===== src/design/assert_macros.svh =====
// Assertion macros shared by the timer event queue RTL.
`ifndef ASSERT_MACROS_SVH
`define ASSERT_MACROS_SVH
`ifndef SYNTHESIS
`define ASSERT_CLK(label, clk, rst, prop, msg) \
   label: assert property (@(posedge clk) disable iff (rst) prop) else $error(msg);
`define ASSERT_NEVER(label, clk, rst, cond, msg) \
   label: assert property (@(posedge clk) disable iff (rst) !(cond)) else $error(msg);
`else
`define ASSERT_CLK(label, clk, rst, prop, msg)
`define ASSERT_NEVER(label, clk, rst, cond, msg)
`endif
`endif


===== src/design/tepq_pkg.sv =====
// Types, constants and helper functions for the timer event queue.
`default_nettype none
package tepq_pkg;

   localparam int QUEUE_DEPTH = 16;
   localparam int COUNT_W     = $clog2(QUEUE_DEPTH + 1);
   localparam int FUNC_W      = 1;
   localparam int ID_W        = 8;
   localparam int TICK_W      = 32;
   localparam int ENTRY_W     = 5;
   localparam int STATUS_W    = 2;

   localparam logic [FUNC_W-1:0] FUNC_INSERT = 1'b0;
   localparam logic [FUNC_W-1:0] FUNC_REMOVE = 1'b1;

   typedef enum logic [STATUS_W-1:0] {
      STATUS_DONE    = 2'd0,
      STATUS_FULL    = 2'd1,
      STATUS_MISSING = 2'd2
   } status_type;

   typedef struct packed {
      logic              used;
      logic [ID_W-1:0]   event_id;
      logic [TICK_W-1:0] due_tick;
   } slot_type;

   localparam slot_type EMPTY_SLOT = '0;

   // Operation broadcast to every cell of the row.
   typedef struct packed {
      logic              write;
      logic              insert;
      logic [ID_W-1:0]   event_id;
      logic [TICK_W-1:0] due_tick;
   } op_type;

   // Flags that ripple from each cell to its right-hand neighbour.
   typedef struct packed {
      logic removed;
      logic placed;
   } link_type;

   // True when tick a falls strictly before tick b on the wrapping time line.
   function automatic logic due_before(input logic [TICK_W-1:0] a,
                                       input logic [TICK_W-1:0] b);
      logic [TICK_W-1:0] diff;
      diff = a - b;
      return diff[TICK_W-1];
   endfunction

endpackage
`default_nettype wire


===== src/design/tepq_channels.sv =====
// Handshake interfaces for the request and response channels of the queue.
`default_nettype none
interface tepq_req_if;
   logic                          valid;
   logic                          ready;
   logic [tepq_pkg::FUNC_W-1:0]   func;
   logic [tepq_pkg::ID_W-1:0]     event_id;
   logic [tepq_pkg::TICK_W-1:0]   due_tick;

   modport source (output valid, func, event_id, due_tick, input ready);
   modport sink (input valid, func, event_id, due_tick, output ready);
endinterface

interface tepq_rsp_if;
   logic                          valid;
   logic                          ready;
   logic                          head_valid;
   logic [tepq_pkg::ID_W-1:0]     head_id;
   logic [tepq_pkg::TICK_W-1:0]   head_tick;
   logic [tepq_pkg::ENTRY_W-1:0]  entry_count;
   logic [tepq_pkg::STATUS_W-1:0] status;

   modport source (output valid, head_valid, head_id, head_tick, entry_count, status,
                   input ready);
   modport sink (input valid, head_valid, head_id, head_tick, entry_count, status,
                 output ready);
endinterface
`default_nettype wire


===== src/design/tepq_cell.sv =====
// One slot of the sorted queue row, with its removal and placement logic.
`default_nettype none
module tepq_cell (
   input  wire logic               clock,
   input  wire logic               reset,
   input  tepq_pkg::op_type        op,
   input  tepq_pkg::slot_type      left_slot,
   input  tepq_pkg::slot_type      right_slot,
   input  tepq_pkg::link_type      link_in,
   output tepq_pkg::slot_type      own_slot,
   output tepq_pkg::slot_type      shifted_slot,
   output tepq_pkg::link_type      link_out
);

   logic                            used_ff;
   logic [tepq_pkg::ID_W-1:0]       event_id_ff;
   logic [tepq_pkg::TICK_W-1:0]     due_tick_ff;
   tepq_pkg::slot_type              slot_in;
   logic                            match;
   logic                            later;

   assign own_slot = '{used: used_ff, event_id: event_id_ff, due_tick: due_tick_ff};
   assign match = used_ff && (event_id_ff == op.event_id);
   assign link_out.removed = link_in.removed | match;

   // Once the old entry lies at or to the left, this slot closes the gap.
   assign shifted_slot = link_out.removed ? right_slot : own_slot;

   // An empty slot is where an event goes when nothing queued is due later.
   assign later = !shifted_slot.used ||
                  tepq_pkg::due_before(op.due_tick, shifted_slot.due_tick);
   assign link_out.placed = link_in.placed | later;

   always_comb begin
      priority if (!op.write) begin
         slot_in = own_slot;
      end else if (!op.insert) begin
         slot_in = shifted_slot;
      end else if (link_in.placed) begin
         slot_in = left_slot;
      end else if (later) begin
         slot_in = '{used: 1'b1, event_id: op.event_id, due_tick: op.due_tick};
      end else begin
         slot_in = shifted_slot;
      end
   end

   always_ff @(posedge clock) begin
      if (reset) begin
         used_ff <= 1'b0;
      end else begin
         used_ff <= slot_in.used;
      end
   end

   always_ff @(posedge clock) begin
      event_id_ff <= slot_in.event_id;
      due_tick_ff <= slot_in.due_tick;
   end

endmodule
`default_nettype wire


===== src/design/timed_event_priority_queue_unit.sv =====
// Timer event queue: a row of sorted slots updated by one insert or remove per transaction.
// The response is registered and appears in the cycle after the request transaction is accepted.
// Throughput: one transaction per cycle while the response side is ready; the row of cells
// settles removal, placement and shifting combinationally through its neighbour-to-neighbour flags.
// Reset clears every slot's used bit, the event count and the response valid; the stored
// identifiers and ticks are not reset.
`default_nettype none
`include "assert_macros.svh"
module timed_event_priority_queue_unit (
   input wire logic      clock,
   input wire logic      reset,
   tepq_req_if.sink      req_chan,
   tepq_rsp_if.source    rsp_chan
);

   localparam int DEPTH = tepq_pkg::QUEUE_DEPTH;

   tepq_pkg::slot_type              own_slot [DEPTH];
   tepq_pkg::slot_type              shifted_slot [DEPTH];
   tepq_pkg::link_type              link [DEPTH+1];
   tepq_pkg::op_type                op;
   logic [DEPTH-1:0]                used_vec;
   logic [tepq_pkg::COUNT_W-1:0]    count_ff;
   logic [tepq_pkg::COUNT_W-1:0]    count_in;
   tepq_pkg::status_type            status_ff;
   tepq_pkg::status_type            status_in;
   logic                            rsp_valid_ff;
   logic                            rsp_valid_in;
   logic                            accept;
   logic                            is_insert;
   logic                            found;
   logic                            full;
   logic                            drop;

   assign req_chan.ready = !rsp_valid_ff || rsp_chan.ready;
   assign accept = req_chan.valid && req_chan.ready;
   assign is_insert = (req_chan.func == tepq_pkg::FUNC_INSERT);

   assign found = link[DEPTH].removed;
   assign full = own_slot[DEPTH-1].used;
   assign drop = is_insert && !found && full;

   assign op.write = accept && !drop;
   assign op.insert = is_insert;
   assign op.event_id = req_chan.event_id;
   assign op.due_tick = req_chan.due_tick;

   assign link[0] = '0;

   for (genvar i = 0; i < DEPTH; i++) begin : g_cell
      tepq_pkg::slot_type left_slot;
      tepq_pkg::slot_type right_slot;

      if (i == 0) begin : g_first
         assign left_slot = tepq_pkg::EMPTY_SLOT;
      end else begin : g_inner_left
         assign left_slot = shifted_slot[i-1];
      end

      if (i == DEPTH - 1) begin : g_last
         assign right_slot = tepq_pkg::EMPTY_SLOT;
      end else begin : g_inner_right
         assign right_slot = own_slot[i+1];
      end

      tepq_cell u_cell (
         .clock        (clock),
         .reset        (reset),
         .op           (op),
         .left_slot    (left_slot),
         .right_slot   (right_slot),
         .link_in      (link[i]),
         .own_slot     (own_slot[i]),
         .shifted_slot (shifted_slot[i]),
         .link_out     (link[i+1])
      );

      assign used_vec[i] = own_slot[i].used;
   end

   always_comb begin
      count_in = count_ff;
      if (op.write) begin
         count_in = count_ff - tepq_pkg::COUNT_W'(found)
                    + tepq_pkg::COUNT_W'(is_insert);
      end
   end

   always_comb begin
      priority if (is_insert) begin
         status_in = drop ? tepq_pkg::STATUS_FULL : tepq_pkg::STATUS_DONE;
      end else begin
         status_in = found ? tepq_pkg::STATUS_DONE : tepq_pkg::STATUS_MISSING;
      end
   end

   always_comb begin
      priority if (accept) begin
         rsp_valid_in = 1'b1;
      end else if (rsp_chan.ready) begin
         rsp_valid_in = 1'b0;
      end else begin
         rsp_valid_in = rsp_valid_ff;
      end
   end

   always_ff @(posedge clock) begin
      if (reset) begin
         rsp_valid_ff <= 1'b0;
         count_ff     <= '0;
      end else begin
         rsp_valid_ff <= rsp_valid_in;
         count_ff     <= count_in;
      end
   end

   always_ff @(posedge clock) begin
      if (accept) begin
         status_ff <= status_in;
      end
   end

   // The queue only changes on an accepted transaction, so the response reads it directly.
   assign rsp_chan.valid       = rsp_valid_ff;
   assign rsp_chan.head_valid  = own_slot[0].used;
   assign rsp_chan.head_id     = own_slot[0].used ? own_slot[0].event_id : '0;
   assign rsp_chan.head_tick   = own_slot[0].used ? own_slot[0].due_tick : '0;
   assign rsp_chan.entry_count = tepq_pkg::ENTRY_W'(count_ff);
   assign rsp_chan.status      = status_ff;

   `ASSERT_NEVER(a_used_contiguous, clock, reset, ((used_vec + DEPTH'(1)) & used_vec) != '0, "used slots are not a prefix of the row")
   `ASSERT_NEVER(a_count_matches, clock, reset, count_ff != $countones(used_vec), "event count disagrees with used slots")
   `ASSERT_CLK(a_accept_gives_rsp, clock, reset, accept |=> rsp_valid_ff, "accepted transaction produced no response")
   `ASSERT_CLK(a_stall_holds_queue, clock, reset, (rsp_valid_ff && !rsp_chan.ready) |=> ($stable(used_vec) && $stable(count_ff)), "queue changed while response stalled")

endmodule
`default_nettype wire

===== src/flat_wrapper.sv =====
// flat-port wrapper written by rule: the top's interface ports become plain ports
module timed_event_priority_queue_unit_flat 
  (clock, reset, req_chan_valid, req_chan_func, req_chan_event_id, req_chan_due_tick, req_chan_ready, rsp_chan_valid, rsp_chan_head_valid, rsp_chan_head_id, rsp_chan_head_tick, rsp_chan_entry_count, rsp_chan_status, rsp_chan_ready);
  tepq_req_if req_chan_i ();
  tepq_rsp_if rsp_chan_i ();
  input wire logic clock;
  input wire logic reset;
  input wire logic [$bits(req_chan_i.valid)-1:0] req_chan_valid;
  input wire logic [$bits(req_chan_i.func)-1:0] req_chan_func;
  input wire logic [$bits(req_chan_i.event_id)-1:0] req_chan_event_id;
  input wire logic [$bits(req_chan_i.due_tick)-1:0] req_chan_due_tick;
  output wire logic [$bits(req_chan_i.ready)-1:0] req_chan_ready;
  output wire logic [$bits(rsp_chan_i.valid)-1:0] rsp_chan_valid;
  output wire logic [$bits(rsp_chan_i.head_valid)-1:0] rsp_chan_head_valid;
  output wire logic [$bits(rsp_chan_i.head_id)-1:0] rsp_chan_head_id;
  output wire logic [$bits(rsp_chan_i.head_tick)-1:0] rsp_chan_head_tick;
  output wire logic [$bits(rsp_chan_i.entry_count)-1:0] rsp_chan_entry_count;
  output wire logic [$bits(rsp_chan_i.status)-1:0] rsp_chan_status;
  input wire logic [$bits(rsp_chan_i.ready)-1:0] rsp_chan_ready;
  assign req_chan_i.valid = req_chan_valid;
  assign req_chan_i.func = req_chan_func;
  assign req_chan_i.event_id = req_chan_event_id;
  assign req_chan_i.due_tick = req_chan_due_tick;
  assign req_chan_ready = req_chan_i.ready;
  assign rsp_chan_valid = rsp_chan_i.valid;
  assign rsp_chan_head_valid = rsp_chan_i.head_valid;
  assign rsp_chan_head_id = rsp_chan_i.head_id;
  assign rsp_chan_head_tick = rsp_chan_i.head_tick;
  assign rsp_chan_entry_count = rsp_chan_i.entry_count;
  assign rsp_chan_status = rsp_chan_i.status;
  assign rsp_chan_i.ready = rsp_chan_ready;
  timed_event_priority_queue_unit u_core (.clock(clock), .reset(reset), .req_chan(req_chan_i), .rsp_chan(rsp_chan_i));
endmodule

===== config.mk =====
export PLATFORM = sky130hd
export DESIGN_NAME = timed_event_priority_queue_unit_flat
export DESIGN_NICKNAME = d
export VERILOG_FILES = /design/src/design/tepq_pkg.sv /design/src/design/tepq_channels.sv /design/src/design/tepq_cell.sv /design/src/design/timed_event_priority_queue_unit.sv /design/src/flat_wrapper.sv
export VERILOG_INCLUDE_DIRS = /design/src /design/src/design
export SDC_FILE = /design/constraint.sdc
export NUM_CORES = 2
export LEC_CHECK = 0
export BUFFER_PORTS_ARGS = -buffer_cell sky130_fd_sc_hd__buf_4
export CAP_MARGIN = 20
export CORE_MARGIN = 5
export CORE_UTILIZATION = 40
export CTS_BUF_LIST = sky130_fd_sc_hd__clkbuf_4 sky130_fd_sc_hd__clkbuf_8
export CTS_CLUSTER_DIAMETER = 100
export DETAILED_ROUTE_END_ITERATION = 12
export GPL_ROUTABILITY_DRIVEN = 0
export HOLD_SLACK_MARGIN = 0.05
export PLACE_DENSITY_LB_ADDON = 0.12
export REMOVE_ABC_BUFFERS = 1
export SYNTH_ARGS = -nofsm -noshare
export SYNTH_HDL_FRONTEND = slang
export SYNTH_HIERARCHICAL = 1
export SYNTH_SLANG_ARGS = --single-unit
export TNS_END_PERCENT = 10

===== constraint.sdc =====
create_clock -name clock -period 28.7 [get_ports clock]
set_clock_uncertainty 0.15 [all_clocks]
set_input_delay 5.74 -clock clock [delete_from_list [all_inputs] [get_ports clock]]
set_output_delay 5.74 -clock clock [all_outputs]
set_load 0.005 [all_outputs]

# After elaboration in Yosys (flattened, before gate mapping)
# Cells that the tools add are included.
totals:
  input_bits: 45
  output_inout_bits: 50
  reg_bits: 664
classes:
  n_eq_ne: 16
  n_bitwise: 30
  muxes: 70
  reduce_logical: 57
  addsub: 18
ops:
  columns: ["operator", "n"]
  rows:
  - ["two-way mux 41 bit", 63]
  - ["subtractor 32 bit", 16]
  - ["equality test 8 bit", 16]
  - ["two-way mux 32 bit", 1]
  - ["OR 1 bit", 29]
  - ["logical AND 1 bit", 20]
  - ["zero test 1 bit", 19]
  - ["logical OR 1 bit", 17]
  - ["two-way mux 8 bit", 1]
  - ["adder 5 x 1 -> 5 bit", 1]
  - ["subtractor 5 x 1 -> 5 bit", 1]
  - ["two-way mux 2 bit", 2]
  - ["two-way mux 1 bit", 3]
  - ["nonzero test 2 bit", 1]
  - ["NOT 1 bit", 1]

# Longest topological paths before layout
depth:
  word_depth: 23
  ltp_mapped: 75
  ltp_nobuf: 45

# Modules after synthesis
# The synthesis kept the hierarchy.
by_module_without_submodules:
  columns: ["mod", "cells_each", "area_each_um2", "seq_area_each_um2", "instances"]
  rows:
  - ["tepq_cell (u_core.g_cell[0].u_cell ...)", 370, 3772.4, 1221.2, 12]
  - ["tepq_cell (u_core.g_cell[6].u_cell ...)", 366, 3479.6, 1221.2, 4]
  - ["timed_event_priority_queue_unit", 100, 785.8, 180.2, 1]

# Worst setup path after synthesis
# OpenSTA, ideal clock, no wires.
synth_timing:
  path_type: "input-to-reg"
  startpoint: "in req_chan_event_id[5]"
  endpoint: "reg u_core.count_ff, in the netlist u_core/rsp_chan.entry_count[3]"
  required_ns: 28.259
  slack_ns: 3.182
  arrival_time_ns: 25.077
  setup_time_ns: 0.291
  cell_stages: 69
  path_cell_list: "xor2_1 > nor4_2 > a41oi_4 > clkbuf_1 > clkbuf_1 > inv_1 > a41oi_4 > clkbuf_1 > clkbuf_1 > inv_1 > a41oi_4 > clkbuf_1 > clkbuf_1 > inv_1 > a41oi_4 > clkbuf_1 > clkbuf_1 > inv_1 > [... 33 more ...] > clkbuf_1 > clkbuf_1 > inv_1 > a41oi_4 > clkbuf_1 > clkbuf_1 > inv_1 > a41oi_4 > clkbuf_1 > clkbuf_1 > inv_1 > inv_1 > ha_1 > nand2_1 > and3_1 > buf_6 > nand4b_1 > o311ai_1"
synth_lines:
  columns: ["item", "line_no", "text"]
  rows:
  - ["from (decl)", "flat_wrapper.sv:10", "input wire logic [$bits(req_chan_i.event_id)-1:0] req_chan_event_id;"]
  - ["to (signal assigned)", "timed_event_priority_queue_unit.sv:113", "count_ff <= count_in;"]
  - ["to (decl)", "timed_event_priority_queue_unit.sv:23", "logic [tepq_pkg::COUNT_W-1:0] count_ff;"]

==> results.json <==
{
  "status": "complete, but fails checks",
  "violations": "max-slew violations",
  "first_iter_violations": 3974,
  "antenna_found_initial": 4,
  "finalSetupViolations": 0,
  "clk_pin_slew_worst_paths_ns": 0.06,
  "synth_area_per_cell_sq_um": 9.991,
  "finalWirelength_mm": 193.2,
  "fmax_mhz": 46.68,
  "p_int_mw": 2.172,
  "cts-root-buf": "clkbuf_8",
  "worst_pin_slew_ns": 1.783,
  "power_density_mw_per_mm2": 50.85,
  "drc": 0,
  "grt_pass1_wl_mm": 300.3,
  "io_pins": 95,
  "coreArea_sq_mm": 0.1494,
  "vias": 50020,
  "power_frac_comb_pct": 30.0,
  "rrSetupSlack_ns": 12.09,
  "fin_crit_ns": 21.42,
  "rr_endpoint": "u_core/g_cell[15].u_cell/event_id_ff[0]",
  "p_sw_mw": 1.145,
  "slowest_stage": "a2111oi_1",
  "dp_slack_ns": 6.513,
  "num_rows": 142,
  "r2r_cells": 54,
  "netSwitchingFraction_pct": 34.51,
  "cts_tree": "done",
  "ir_drop_mv": 0.03709,
  "worstHoldPathType": "reg2reg",
  "dp_hpwl_mm": 136.5,
  "p_seq_share_pct": 37.7,
  "cts.sinks": 664,
  "wire_per_inst_um": 23.69,
  "cp_max_fo": 44,
  "grt_pass1_vias": 49750,
  "max_stage_delay_ns": 0.73,
  "area_growth_pct": 8.766,
  "drive_gt1_share_pct": 27.23,
  "p_clk_share_pct": 32.3,
  "ys_warn_count": 6,
  "placed_cell_area_sq_mm": 0.06229,
  "start_util_pct": 40.13,
  "cts_setup_buffers": 0,
  "fin_area_sq_mm": 0.06522,
  "path_class": "in2reg",
  "cts-buffers-inserted": 142,
  "endpoint": "u_core/g_cell[15].u_cell/event_id_ff[0]",
  "nNetsFinal": 6560,
  "die_w_um": 397.2,
  "grt_usage_pct": 23.67,
  "fin_ws_ns": 7.278,
  "cp.required_ns": 29.11,
  "ant_nets": 0,
  "clockBufferDepth": 3,
  "finalMaxSlewViolations": 40,
  "cts.htree.levels": 4,
  "finalPower_mw": 3.316,
  "die_h_um": 397.2,
  "arrival_ns": 21.83,
  "clkLatencyLatePin_ns": 0.88,
  "r2r-start": "u_core/g_cell[0].u_cell/event_id_ff[3]",
  "port_buffers": 94,
  "grt_max_degree": 176,
  "dr.pass1.iters": 6,
  "cp_common_cell": "inv_1",
  "rsz0062_at_grt": "false",
  "cap_violations": 0,
  "ctsHoldBuffers": 0,
  "utilization_pct": 43.65,
  "crit_start": "req_chan_event_id[7]",
  "overflow": 0,
  "leakagePower_nw": 24.40,
  "finalCritPeriodShare_pct": 74.64,
  "dieArea_sq_mm": 0.1578,
  "vias_per_cell": 6.134,
  "syn_inst": 6002,
  "crit_path_end_kind": "flop",
  "cp-start-kind": "input port",
  "cts_resized": 0,
  "slew_headroom_pct": -19.13,
  "finalHoldViolations": 0,
  "synth_area_sq_mm": 0.05996
}
==> cell type report <==
| cell class | count | area (sq um) |
|---|---|---|
| fillers | 14270 | 84200 |
| multi-input cells | 4436 | 36170 |
| flip-flops and latches | 664 | 19720 |
| clock buffers | 216 | 2629 |
| well taps | 2016 | 2522 |
| inverters | 564 | 2125 |
| repair buffers | 220 | 1837 |
| clock inverters | 37 | 220.2 |
| diodes | 1 | 2.502 |
==> power by group through the flow <==
stage,combinational [mW],sequential [mW],clock (mW)
6_report,0.995,1.25,1.07
5_1_grt,1.10,1.26,1.15
4_1_cts,0.986,1.25,1.10
3_5_place_dp,0.981,1.27,0
3_3_place_gp,0.958,1.27,0
2_1_floorplan,0.737,1.28,0
==> worst max-delay path, delay by kind of cell <==
kind / cells / cell delay, ns
adder cells (fa/ha/maj): 1 / 0.29
AO/OA/AOI/OAI: 20 / 4.79
XOR/XNOR: 1 / 0.22
AND/OR/NAND/NOR: 5 / 1.65
multiplexers: 1 / 0.34
buffers and inverters: 28 / 8.56
==> metrics by stage <==
| step | std cells | setup TNS (ns) | hold slack, ns |
|---|---|---|---|
| after floorplan | 5664 | -5198.19 | 0.3209 |
| after global placement | 7892 | 0 | 0.3643 |
| after detailed placement | 7897 | 0 | 0.3745 |
| after CTS | 8150 | 0 | 0.3914 |
| after global routing | 8154 | 0 | 0.4086 |
| final | 8154 | 0 | 0.3841 |
==> state kept, by name, summed over array words and instances (netlist names) <==
register	count
u_core/g_cell.u_cell/due_tick_ff	512
u_core/g_cell.u_cell/event_id_ff	128
u_core/g_cell.u_cell/used_ff	16
u_core/rsp_chan.entry_count	5
u_core/rsp_chan.status	2
u_core/rsp_chan.valid	1
==> per-layer routing <==
metal	track usage [%]	wire length (um)	vias to the layer above
met5	0	0	-
met3	3.025	8706	266
met2	39.20	91520	1352
met4	7.231	5218	0
li1	-	-	23630
met1	32.32	87730	24770
==> cell usage in the layout (no fill, tap or decap), drive strengths merged, types with 115 or more instances in the layout <==
cell type / instances
o22ai: 1244
nand4: 122
clkbuf: 216
buf: 220
inv: 564
ha: 486
edfxtp: 642
mux2: 621
xor2: 116
a21oi: 827
o21ai: 115
nand2: 125
==> worst min-delay path by stage <==
stage / start / depth (start not counted) / end / slack (ns)
3_3_place_gp: u_core/rsp_chan.entry_count[0] / 2 / u_core/rsp_chan.entry_count[0] / 0.36
5_1_grt: u_core/rsp_chan.entry_count[0] / 2 / u_core/rsp_chan.entry_count[0] / 0.41
3_5_place_dp: u_core/rsp_chan.entry_count[0] / 2 / u_core/rsp_chan.entry_count[0] / 0.37
2_1_floorplan: u_core/g_cell[7].u_cell/used_ff / 2 / u_core/g_cell[7].u_cell/used_ff / 0.32
4_1_cts: u_core/rsp_chan.entry_count[0] / 2 / u_core/rsp_chan.entry_count[0] / 0.39
6_report: u_core/rsp_chan.entry_count[0] / 2 / u_core/rsp_chan.entry_count[0] / 0.38
No activity file was read; power rests on OpenSTA's default activity.
